`config.mk`:
```
export PLATFORM = sky130hd
export DESIGN_NAME = packed_integer_list_decoder_top
export DESIGN_NICKNAME = d
export VERILOG_FILES = /design/src/rtl/core/pild_pkg.sv /design/src/rtl/core/pild_queue.sv /design/src/rtl/core/pild_engine.sv /design/src/rtl/core/pild_out.sv /design/src/rtl/core/packed_integer_list_decoder_top.sv
export SDC_FILE = /design/constraint.sdc
export NUM_CORES = 1
export LEC_CHECK = 0
export BUFFER_PORTS_ARGS = -buffer_cell sky130_fd_sc_hd__buf_2
export CAP_MARGIN = 20
export CORE_MARGIN = 3
export CORE_UTILIZATION = 25
export DETAILED_ROUTE_END_ITERATION = 8
export HOLD_SLACK_MARGIN = 0.15
export PLACE_DENSITY = 0.5
export SLEW_MARGIN = 20
export SYNTH_ARGS = -nofsm -noshare
export SYNTH_HDL_FRONTEND = slang
export SYNTH_HIERARCHICAL = 1
export SYNTH_SLANG_ARGS = --single-unit
```
`constraint.sdc`:
```
create_clock -name clk_i -period 12.7 [get_ports clk_i]
set_clock_uncertainty 0.05 [all_clocks]
set_input_delay 2.54 -clock clk_i [delete_from_list [all_inputs] [get_ports clk_i]]
set_output_delay 2.54 -clock clk_i [all_outputs]
set_load 0.02 [all_outputs]
```
`src/rtl/core/pild_pkg.sv`:
```
// Shared types and constants of the packed integer list decoder.
// No dependencies; every other file of the block imports this package.
package pild_pkg;

  localparam int unsigned TypeBits  = 2;
  localparam int unsigned CountBits = 6;
  localparam int unsigned TagBits   = 6;
  localparam int unsigned AccBits   = 63;
  localparam int unsigned ValBits   = 64;

  typedef struct packed {
    logic [7:0] data_byte;
    logic       restart;
  } q_item_t;

  typedef struct packed {
    logic               valid;
    logic [ValBits-1:0] value;
    logic               last_list;
  } emit_t;

endpackage

```
`src/rtl/core/pild_queue.sv`:
```
// Front of the decoder: accepts input words into a two-entry queue.
// Depends on pild_pkg.
module pild_queue (
  input  logic              clk_i,
  input  logic              rst_ni,
  input  logic              in_valid_i,
  output logic              in_stall_o,
  input  pild_pkg::q_item_t in_item_i,
  output logic              q_valid_o,
  output pild_pkg::q_item_t q_item_o,
  input  logic              q_pop_i
);
  import pild_pkg::*;

  q_item_t    mem_q [2];
  logic       wr_q, rd_q;
  logic [1:0] cnt_q;
  logic       push;

  assign in_stall_o = (cnt_q == 2'd2);
  assign push       = in_valid_i && !in_stall_o;
  assign q_valid_o  = (cnt_q != 2'd0);
  assign q_item_o   = mem_q[rd_q];

  always_ff @(posedge clk_i or negedge rst_ni) begin
    if (!rst_ni) begin
      wr_q  <= 1'b0;
      rd_q  <= 1'b0;
      cnt_q <= 2'd0;
    end else begin
      if (push) wr_q <= !wr_q;
      if (q_pop_i) rd_q <= !rd_q;
      if (push && !q_pop_i) cnt_q <= cnt_q + 2'd1;
      else if (!push && q_pop_i) cnt_q <= cnt_q - 2'd1;
    end
  end

  always_ff @(posedge clk_i) begin
    if (push) mem_q[wr_q] <= in_item_i;
  end

endmodule

```
`src/rtl/core/pild_engine.sv`:
```
// Back of the decoder: bit-serial list parser, one stream bit or one
// zero-width element per cycle while the result side has room. Depends on pild_pkg.
module pild_engine (
  input  logic              clk_i,
  input  logic              rst_ni,
  input  logic              q_valid_i,
  input  pild_pkg::q_item_t q_item_i,
  output logic              q_pop_o,
  input  logic              out_free_i,
  output pild_pkg::emit_t   emit_o,
  output logic              flush_o
);
  import pild_pkg::*;

  localparam logic [2:0] PhType  = 3'd0;
  localparam logic [2:0] PhCount = 3'd1;
  localparam logic [2:0] PhPos   = 3'd2;
  localparam logic [2:0] PhWidth = 3'd3;
  localparam logic [2:0] PhTag   = 3'd4;
  localparam logic [2:0] PhSign  = 3'd5;
  localparam logic [2:0] PhMag   = 3'd6;

  logic [2:0]         phase_q, phase_d;
  logic [1:0]         kind_q, kind_d;
  logic               known_q, known_d;
  logic [5:0]         left_q, left_d;
  logic               allpos_q, allpos_d;
  logic [5:0]         width_q, width_d;
  logic               sign_q, sign_d;
  logic [AccBits-1:0] acc_q, acc_d;
  logic [5:0]         fbits_q, fbits_d;
  logic [ValBits-1:0] sum_q, sum_d;
  logic               zrun_q, zrun_d;
  logic [7:0]         byte_q, byte_d;
  logic [3:0]         bcnt_q, bcnt_d;
  logic               act_q, act_d;

  logic [AccBits-1:0] acc_n;
  logic [ValBits-1:0] base, mag, val;
  logic [5:0]         left_n, w_n;
  logic               do_after, do_body;

  assign acc_n  = {acc_q[AccBits-2:0], byte_q[7]};
  assign base   = kind_q[1] ? sum_q : '0;
  assign mag    = {1'b0, acc_n};
  assign val    = sign_q ? (base - mag) : (base + mag);
  assign left_n = (left_q != 6'd0) ? (left_q - 6'd1) : 6'd0;

  always_comb begin
    phase_d  = phase_q;
    kind_d   = kind_q;
    known_d  = known_q;
    left_d   = left_q;
    allpos_d = allpos_q;
    width_d  = width_q;
    sign_d   = sign_q;
    acc_d    = acc_q;
    fbits_d  = fbits_q;
    sum_d    = sum_q;
    zrun_d   = zrun_q;
    byte_d   = byte_q;
    bcnt_d   = bcnt_q;
    act_d    = act_q;
    emit_o   = '0;
    flush_o  = 1'b0;
    q_pop_o  = 1'b0;
    do_after = 1'b0;
    do_body  = 1'b0;
    w_n      = width_q;

    if (out_free_i) begin
      if (act_q && zrun_q) begin
        emit_o.valid     = 1'b1;
        emit_o.value     = base;
        emit_o.last_list = (left_q == 6'd1);
        do_after         = 1'b1;
      end else if (act_q && bcnt_q != 4'd0) begin
        byte_d = {byte_q[6:0], 1'b0};
        bcnt_d = bcnt_q - 4'd1;
        if (fbits_q == 6'd1) begin
          acc_d = '0;
          unique case (phase_q)
            PhType: begin
              known_d = (acc_n[AccBits-1:2] == '0);
              kind_d  = acc_n[1:0];
              phase_d = PhCount;
              fbits_d = 6'(CountBits);
            end
            PhCount: begin
              left_d  = acc_n[5:0];
              phase_d = PhPos;
              fbits_d = 6'd1;
            end
            PhPos: begin
              allpos_d = acc_n[0];
              sum_d    = '0;
              if (!known_q || (kind_q[0] && left_q == 6'd0)) begin
                phase_d = PhType;
                fbits_d = 6'(TypeBits);
              end else if (!kind_q[0]) begin
                phase_d = PhWidth;
                fbits_d = 6'(TagBits);
              end else begin
                phase_d = PhTag;
                fbits_d = 6'(TagBits);
              end
            end
            PhWidth: begin
              width_d = acc_n[5:0];
              w_n     = acc_n[5:0];
              if (left_q == 6'd0) begin
                phase_d = PhType;
                fbits_d = 6'(TypeBits);
              end else begin
                do_body = 1'b1;
              end
            end
            PhTag: begin
              width_d = acc_n[5:0];
              w_n     = acc_n[5:0];
              do_body = 1'b1;
            end
            PhSign: begin
              sign_d = acc_n[0];
              if (width_q == 6'd0) begin
                emit_o.valid     = 1'b1;
                emit_o.value     = base;
                emit_o.last_list = (left_q == 6'd1);
                do_after         = 1'b1;
              end else begin
                phase_d = PhMag;
                fbits_d = width_q;
              end
            end
            PhMag: begin
              emit_o.valid     = 1'b1;
              emit_o.value     = val;
              emit_o.last_list = (left_q == 6'd1);
              if (kind_q[1]) sum_d = val;
              do_after = 1'b1;
            end
            default: begin
              phase_d = PhType;
              fbits_d = 6'(TypeBits);
            end
          endcase
        end else begin
          acc_d   = acc_n;
          fbits_d = fbits_q - 6'd1;
        end
      end else begin
        flush_o = act_q;
        act_d   = 1'b0;
        if (q_valid_i) begin
          q_pop_o = 1'b1;
          byte_d  = q_item_i.data_byte;
          bcnt_d  = 4'd8;
          act_d   = 1'b1;
          if (q_item_i.restart) begin
            phase_d  = PhType;
            kind_d   = '0;
            known_d  = 1'b0;
            left_d   = '0;
            allpos_d = 1'b0;
            width_d  = '0;
            sign_d   = 1'b0;
            acc_d    = '0;
            fbits_d  = 6'(TypeBits);
            sum_d    = '0;
            zrun_d   = 1'b0;
          end
        end
      end

      if (do_after) begin
        left_d = left_n;
        acc_d  = '0;
        if (left_n == 6'd0) begin
          zrun_d  = 1'b0;
          phase_d = PhType;
          fbits_d = 6'(TypeBits);
        end else if (kind_q[0]) begin
          zrun_d  = 1'b0;
          phase_d = PhTag;
          fbits_d = 6'(TagBits);
        end else begin
          do_body = 1'b1;
        end
      end

      if (do_body) begin
        if (!allpos_q) begin
          phase_d = PhSign;
          fbits_d = 6'd1;
        end else begin
          sign_d = 1'b0;
          if (w_n != 6'd0) begin
            phase_d = PhMag;
            fbits_d = w_n;
          end else begin
            zrun_d = 1'b1;
          end
        end
      end
    end
  end

  always_ff @(posedge clk_i or negedge rst_ni) begin
    if (!rst_ni) begin
      phase_q  <= PhType;
      kind_q   <= '0;
      known_q  <= 1'b0;
      left_q   <= '0;
      allpos_q <= 1'b0;
      width_q  <= '0;
      sign_q   <= 1'b0;
      acc_q    <= '0;
      fbits_q  <= 6'(TypeBits);
      sum_q    <= '0;
      zrun_q   <= 1'b0;
      byte_q   <= '0;
      bcnt_q   <= '0;
      act_q    <= 1'b0;
    end else begin
      phase_q  <= phase_d;
      kind_q   <= kind_d;
      known_q  <= known_d;
      left_q   <= left_d;
      allpos_q <= allpos_d;
      width_q  <= width_d;
      sign_q   <= sign_d;
      acc_q    <= acc_d;
      fbits_q  <= fbits_d;
      sum_q    <= sum_d;
      zrun_q   <= zrun_d;
      byte_q   <= byte_d;
      bcnt_q   <= bcnt_d;
      act_q    <= act_d;
    end
  end

endmodule

```
`src/rtl/core/pild_out.sv`:
```
// Result side: holds the newest result back until the word's end is known,
// then marks the last one and feeds the output register. Depends on pild_pkg.
module pild_out (
  input  logic                        clk_i,
  input  logic                        rst_ni,
  input  pild_pkg::emit_t             emit_i,
  input  logic                        flush_i,
  output logic                        out_free_o,
  output logic                        out_valid_o,
  input  logic                        out_stall_i,
  output logic [pild_pkg::ValBits-1:0] value_o,
  output logic                        last_of_list_o,
  output logic                        last_of_run_o
);
  import pild_pkg::*;

  logic [ValBits-1:0] pval_q;
  logic               plist_q;
  logic               pv_q;
  logic               ov_q;
  logic               move;

  assign out_free_o  = !ov_q || !out_stall_i;
  assign move        = pv_q && (emit_i.valid || flush_i);
  assign out_valid_o = ov_q;

  always_ff @(posedge clk_i or negedge rst_ni) begin
    if (!rst_ni) begin
      pv_q <= 1'b0;
      ov_q <= 1'b0;
    end else begin
      if (emit_i.valid) pv_q <= 1'b1;
      else if (flush_i) pv_q <= 1'b0;
      if (move) ov_q <= 1'b1;
      else if (!out_stall_i) ov_q <= 1'b0;
    end
  end

  always_ff @(posedge clk_i) begin
    if (emit_i.valid) begin
      pval_q  <= emit_i.value;
      plist_q <= emit_i.last_list;
    end
    if (move) begin
      value_o        <= pval_q;
      last_of_list_o <= plist_q;
      last_of_run_o  <= flush_i;
    end
  end

endmodule

```
`src/rtl/core/packed_integer_list_decoder_top.sv`:
```
// Top level of the packed integer list decoder: queue, parser, result stage.
// Depends on pild_pkg, pild_queue, pild_engine and pild_out.
//
//  channel | direction | handshake             | payload
//  in      | input     | in_valid_i/in_stall_o   | data_byte_i, restart_i
//  out     | output    | out_valid_o/out_stall_i | value_o, last_of_list_o, last_of_run_o
//
// The parser takes a word one stream bit at a time, then closes it and loads the
// next in a step of its own; each unsigned zero-width element also takes a step.
// The parser holds while the output register is full and stalled.
// The input queue holds two words, so input is taken while the parser works.
// Reset clears all parser and handshake state; restart_i clears the parser
// state at the start of its word.
module packed_integer_list_decoder_top (
  input  logic                               clk_i,
  input  logic                               rst_ni,
  input  logic                               in_valid_i,
  output logic                               in_stall_o,
  input  logic [7:0]                         data_byte_i,
  input  logic                               restart_i,
  output logic                               out_valid_o,
  input  logic                               out_stall_i,
  output logic signed [pild_pkg::ValBits-1:0] value_o,
  output logic                               last_of_list_o,
  output logic                               last_of_run_o
);
  import pild_pkg::*;

  q_item_t            in_item, q_item;
  logic               q_valid, q_pop;
  logic               out_free, flush;
  emit_t              emit;
  logic [ValBits-1:0] value;

  assign in_item.data_byte = data_byte_i;
  assign in_item.restart   = restart_i;
  assign value_o           = signed'(value);

  pild_queue u_queue (
    .clk_i      (clk_i),
    .rst_ni     (rst_ni),
    .in_valid_i (in_valid_i),
    .in_stall_o (in_stall_o),
    .in_item_i  (in_item),
    .q_valid_o  (q_valid),
    .q_item_o   (q_item),
    .q_pop_i    (q_pop)
  );

  pild_engine u_engine (
    .clk_i      (clk_i),
    .rst_ni     (rst_ni),
    .q_valid_i  (q_valid),
    .q_item_i   (q_item),
    .q_pop_o    (q_pop),
    .out_free_i (out_free),
    .emit_o     (emit),
    .flush_o    (flush)
  );

  pild_out u_out (
    .clk_i          (clk_i),
    .rst_ni         (rst_ni),
    .emit_i         (emit),
    .flush_i        (flush),
    .out_free_o     (out_free),
    .out_valid_o    (out_valid_o),
    .out_stall_i    (out_stall_i),
    .value_o        (value),
    .last_of_list_o (last_of_list_o),
    .last_of_run_o  (last_of_run_o)
  );

`ifndef ASSERT_OFF
  a_pop_has_word: assert property (@(posedge clk_i) disable iff (!rst_ni)
    q_pop |-> q_valid) else $error("parser popped an empty queue");

  a_emit_or_flush: assert property (@(posedge clk_i) disable iff (!rst_ni)
    !(emit.valid && flush)) else $error("result and word close in one cycle");

  a_emit_needs_room: assert property (@(posedge clk_i) disable iff (!rst_ni)
    (emit.valid || flush) |-> out_free) else $error("result moved into a full stage");
`endif

endmodule

```
==> results of run 1 <==
how the worst max path moves through the flow:
stage / slack, ps / from / depth (start not counted) / end
floorplan: 4810 / out_stall_i / 5 / u_out/last_of_list_o
global placement: 7120 / out_stall_i / 7 / u_out/value_o[63]
detailed placement: 7070 / out_stall_i / 11 / u_engine/sum_q[59]
CTS: 7320 / u_engine/acc_q[23] / 17 / u_out/pval_q[61]
global route: 6950 / u_engine/acc_q[2] / 17 / u_out/pval_q[63]
finish: 7310 / u_engine/acc_q[29] / 17 / u_out/pval_q[61]
layer usage:
metal	wire length, microns	up-vias
li1	-	7314
met1	25230	7506
met2	27670	385
met3	2428	89
met4	1663	0
met5	0	-
cell usage after synthesis, types with 7 or more instances:
cell / instances
clkbuf_1: 100
mux2_4: 9
o21bai_1: 11
o31ai_1: 23
a22oi_1: 19
inv_1: 54
buf_2: 14
xnor2_1: 95
nand4_1: 25
a32oi_1: 11
o21a_1: 15
nand2_1: 267
nand3_1: 26
a32o_1: 12
nand2b_1: 16
mux2i_1: 18
dfrtp_1: 171
or2_2: 7
a31oi_1: 27
o21ai_1: 13
a21o_1: 46
a211oi_1: 7
a21oi_1: 137
and2_1: 77
ha_1: 72
and3_1: 20
edfxtp_1: 149
nor2b_1: 8
a22o_1: 60
or3_1: 9
xor2_1: 31
o21ai_0: 156
nor3_1: 36
nor4_1: 9
nor2_1: 146
state kept, by name, indices dropped and copies added, names as in the netlist, 2 cells and up:
name / flops
u_engine/acc_q: 62
u_engine/fbits_q: 6
u_engine/width_q: 6
u_engine/phase_q: 3
u_engine/sum_q: 64
u_engine/kind_q: 2
u_engine/left_q: 6
u_out/pval_q: 64
u_queue/mem_q: 18
u_engine/byte_q: 8
u_queue/cnt_q: 2
u_out/value_o: 64
u_engine/bcnt_q: 4
cell type report:
class                           instances  share of cell area (%)
Clock inverter                         22                  0.8262
Inverter                               54                  0.9360
Timing Repair Buffer                   98                   2.577
Multi-Input combinational cell       1513                   44.66
Tap cell                              969                   5.599
Clock buffer                           48                   4.859
Sequential cell                       321                   40.55
where the power goes:
part / leakage, uW / total [uW] / internal [uW] / switching [uW]
clock network: 0.000597 / 1090 / 632 / 454
logic: 0.00450 / 3820 / 1290 / 2530
registers: 0.00372 / 1480 / 1320 / 155
kinds of logic (layout without fill, tap and decap cells):
family / count (synthesis) / after routing / share of synthesized area, %
flip-flops: 321 / 321 / 46.03
adder cells (fa/ha/maj): 73 / 73 / 4.828
AO/OA/AOI/OAI: 600 / 600 / 20.61
AND/OR/NAND/NOR: 682 / 682 / 17.21
XOR/XNOR: 128 / 128 / 5.956
buffers and inverters: 173 / 222 / 3.536
multiplexers: 30 / 30 / 1.830
critical path: cells and delay by family, from the launching register on:
family | cells | cell delay [ps]
xor+xnor | 2 | 450
compound gates | 9 | 1890
simple gates | 5 | 1890
fa+ha+maj | 1 | 350
flops | 1 | 440
layout by cell type (no fill, tap or decap), drive strengths merged, types with 60 or more instances in the layout:
cell type | Yosys | routed
a21oi | 138 | 138
nand2 | 268 | 268
buf | 19 | 98
nor2 | 147 | 147
o21ai | 175 | 175
and2 | 79 | 79
ha | 72 | 72
dfrtp | 171 | 171
a22o | 60 | 60
edfxtp | 149 | 149
xnor2 | 97 | 97
per-stage QoR:
step	total power [uW]	hold WS, ps	instances
6_report	6390	360.9	3025
5_1_grt	6888	372.9	3025
4_1_cts	6439	364.9	3024
3_5_place_dp	5306	354.5	2954
3_3_place_gp	5295	354.9	2954
2_1_floorplan	4268	350.3	2007
==> results.cfg, run 1 <==
[finish]
antennaDiodeCount = 0
final_core_utilization_pct = 28.89
flow.area_growth_from_synthesis_pct = 13.54
nets = 2112
finish.instance_area_sq_um = 21660
share_of_post_route_cells_with_drive_strength_above_1_pct = 10.65
fillCellCount = 7823
sequential_cell_area_sq_um = 8781
multi_input_gate_area_in_the_final_layout_sq_um = 9671

[flow_run]
number_of_violations_of_the_max_capacitance_limit = 0

[global_routing]
use_met2_pct = 24.40
first_global_vias = 15120
global_route.usage.met1_pct = 18.62
overflow = 0
grt_util_all_layers_pct = 14.22
grt_first_pass_wirelength_mm = 89.30
antenna_found_initial = 0
grt-busiest-layer = met2
grt_start_max_net_pins = 125
grt_use_met3_pct = 1.799

[logic_synthesis]
yosys.area.top_type_share_pct = 23.46
synthesis.yosys.warnings = 6
yosys_register_bits = 321
synthCells = 2007
ys_dominant_reg_cell = dfrtp_1
ys_top_cells_by_area = edfxtp_1 (23%), dfrtp_1 (22%), nand2_1 (5.3%)
syn_avg_cell_area_sq_um = 9.503
synth_fp_nets = 2093
synth.yosys.seq_area_share_pct = 46.03
yosysUniqueCellTypes = 89
syn_area_sq_um = 19070
synth_enable_flop_cells = 149
async_set_or_reset_register_ratio_after_synthesis_pct = 53.58
netlist.top_cell.by_area = edfxtp_1

[sta]
max_slew_margin_pct = 30.93
finalMaxSlewViolations = 0
hold_viol = 0
worst_slew_pin_slew_ps = 1036
final.setup.worst_slack_ps = 7312
post-route-period-util_pct = 42.42
final-setup-viol-count = 0
fin_crit_ps = 5388
fmax_mhz = 185.6
tns_ps = 0
grt_setup_unrepaired = false

[die]
core_area_sq_um = 74950
start_util_pct = 25.45
design.portCount = 81
die_height_microns = 282.2
die_width_microns = 282.2
design.die.area_sq_um = 79640
row_count = 100

[run_status]
status = complete, no violations

[worst_hold_path]
class_of_the_tightest_hold_or_removal_check = flop to flop
min_delay_path_depth = 0
timing.hold.worst_endpoint = u_out/value_o[22]
min_from = u_out/pval_q[22]

[critical_path]
r2r_cells = 17
critical_path_top_delay_cell = or4_1
critPathRequiredTime_ps = 12900
critPathLaunchType = flop
cp_max_fo = 7
data_arrival_time_of_the_critical_path_ps = 5590
critical_path.cell_chain = or4_1 -> nor4_2 -> nand4_1 -> nor2_1 -> and3_1 -> a21oi_1 -> xnor2_1 -> ha_1 -> a21o_1 -> o21bai_1 -> a221oi_1 -> o21ai_0 -> a211o_1 -> a221o_1 -> a41oi_1 -> xor2_1 -> o21ai_0
critPathKind = flop to flop
cp_slowest_stage_delay_ps = 580
setup.worst_path.end_class = flop
reg2reg_setup_slack_ps = 7310
worst_path_most_repeated_cell = o21ai_0
crit-reg2reg-launch = u_engine/acc_q[29]
crit-reg2reg-capture = u_out/pval_q[61]

[detailed_routing]
ant_nets = 0
remaining_design_rule_violation_count = 0
detail_route.iter0.violations = 1150
first_pass_detailed_route_iteration_total = 6
totalWireLength_mm = 56.98
final_routed_wire_length_divided_by_cell_count_microns = 18.84
num_vias = 15290
route.detailed.vias_per_inst = 5.056

[clock_network]
clkSinkCount = 321
cts_hold_repair.buffers = 0
inserted_clock_buffers = 38
clockBufferDepth = 3
postCtsSetupRepairBufs = 0
tritoncts_clock_tree = yes
h-tree-depth = 2
clock_pin_slew_on_the_worst_setup_and_hold_paths_ps = 60
worstSkewPairLatency_ps = 560
cts_resized = 0
cts_root_buffer = clkbuf_16

[power]
irDropWorstVdd_uv = 117.2
cellPowerDensity_nw_per_um2 = 295.1
leak_pwr_uw = 0.008811

[placed_design]
count_of_port_buffers_added_during_placement = 80
dpl_cell_area_sq_um = 20400
post-dp-hpwl_mm = 39.97
gp_congestion = 0.9268
detailedPlace.worstSlack_ps = 7071
Note: power is estimated with default switching activity, not from simulation.
==> run 2: changes to the inputs <==
- PLACE_DENSITY: 0.5 -> 0.51
- clock period: 12.7 -> 4.9 ns (I/O delays scaled with it)
==> results.cfg, run 2 (synthesis results as in run 1) <==
[finish]
flow.area_growth_from_synthesis_pct = 21.43
antennaDiodeCount = 0
layout_commonest_cell = nand2_1
layout.cells.most_common_list = nand2_1 (266), buf_4 (188), dfrtp_1 (170)
nets = 2289
share_of_post_route_cells_with_drive_strength_above_1_pct = 18.44
final_core_utilization_pct = 30.90
sequential_cell_area_sq_um = 8781
largestRegisters = u_engine/sum_q (64), u_out/pval_q (64), u_out/value_o (64)
fillCellCount = 7779
multi_input_gate_area_in_the_final_layout_sq_um = 9761

[clock_network]
tritoncts_clock_tree = yes
clockBufferDepth = 3
h-tree-depth = 2
cts_root_buffer = clkbuf_16
worstSkewPairLatency_ps = 560
inserted_clock_buffers = 39
cts_hold_repair.buffers = 0
clkSinkCount = 321
clock_pin_slew_on_the_worst_setup_and_hold_paths_ps = 60

[sta]
fin_crit_ps = 4768
post-route-period-util_pct = 97.31
hold_ws_ps = 365.9
grt_setup_unrepaired = true
final-setup-viol-count = 0
worst_slew_pin_slew_ps = 1026
fmax_mhz = 209.7
final.setup.worst_slack_ps = 131.7
max_slew_margin_pct = 31.59
finalMaxSlewViolations = 0
hold_viol = 0

[global_routing]
grt_util_all_layers_pct = 14.65
first_global_vias = 16020
grt_start_max_net_pins = 99
grt_first_pass_wirelength_mm = 91.71
overflow = 0
antenna_found_initial = 0

[detailed_routing]
ant_nets = 0
num_vias = 15830
route.detailed.vias_per_inst = 4.943
detail_route.iter0.violations = 1054
first_pass_detailed_route_iteration_total = 6
remaining_design_rule_violation_count = 0
totalWireLength_mm = 58.98
final_routed_wire_length_divided_by_cell_count_microns = 18.41

[power]
cellPowerDensity_nw_per_um2 = 816.6
leak_pwr_uw = 0.009714
irDropWorstVdd_uv = 269.6

[placed_design]
detailedPlace.worstSlack_ps = -29.01
post-dp-hpwl_mm = 43.57
count_of_port_buffers_added_during_placement = 80
gp_congestion = 0.8759

[die]
die_height_microns = 282.2
design.die.area_sq_um = 79640
design.portCount = 81
core_area_sq_um = 74950
row_count = 100
die_width_microns = 282.2
start_util_pct = 25.45

[critical_path]
reg2reg_setup_slack_ps = 130
critPathLaunchType = flop
critical_path.cell_chain = or4_4 -> nor3_2 -> buf_4 -> nand2_1 -> nor2_2 -> nor2_1 -> xnor2_1 -> ha_1 -> inv_1 -> or3_1 -> or4_4 -> a21oi_4 -> o21ai_2 -> buf_12 -> o21ai_4 -> a31oi_1 -> xor2_1 -> o21ai_2
cp_slowest_stage_delay_ps = 560
critical_path_top_delay_cell = or4_4
critPathRequiredTime_ps = 5110
data_arrival_time_of_the_critical_path_ps = 4980
worst_path_dominant_cell_family = simple AND/OR/NAND/NOR gates
path_buf_inv = 3
cp_max_fo = 6
setup.worst_path.end_class = flop
critPathKind = flop to flop

[flow_run]
number_of_violations_of_the_max_capacitance_limit = 0

[worst_hold_path]
class_of_the_tightest_hold_or_removal_check = flop to flop

[run_status]
status = complete, no violations
[run 2: timing repair]
action	in CTS	in global routing
gates resized for setup	4	22
pin swaps	2	12
buffers inserted	2	6
endpoints found under the setup margin	3	17
[run 2: routing by layer]
metal	wire length [microns]	global-route usage (%)
met5	0	0
met4	2194	5.714
met3	2673	2.476
met2	27880	24.58
met1	26230	18.87
[run 2: cell type report]
class | instances | share of cell area, %
tap | 969 | 5.235
clock buffer | 47 | 4.343
inverter | 54 | 0.8752
timing repair buffer | 274 | 8.330
sequential | 321 | 37.91
multi-input combinational | 1513 | 42.14
clock inverter | 25 | 1.161
[run 2: final timing paths]
check,endpoint,startpoint,cells after the start
min in group asynchronous,u_engine/sum_q[39],rst_ni,1
max,u_out/pval_q[62],u_engine/acc_q[7],18
max in group asynchronous,u_engine/sum_q[61],rst_ni,2
min reg2reg,u_out/value_o[28],u_out/pval_q[28],0
min,u_out/value_o[28],u_out/pval_q[28],0
max reg2reg,u_out/pval_q[62],u_engine/acc_q[7],18
[run 2: through the flow]
step,cells,TNS [ps],instance area (sq um),power [uW]
finish,3203,0,23160,18910
global route,3203,-70.64,23160,20340
CTS,3197,-7.290,23030,18840
detailed placement,3123,-29.01,21730,15750
global placement,3123,-42.86,21730,15680
floorplan,2007,0,19080,11050
[run 2: power by group]
group / leakage [uW] / internal [uW] / switching (uW)
clock network: 0.000616 / 1740 / 1190
registers: 0.00372 / 3430 / 364
logic: 0.00538 / 5140 / 7050
total: 0.00971 / 10300 / 8600
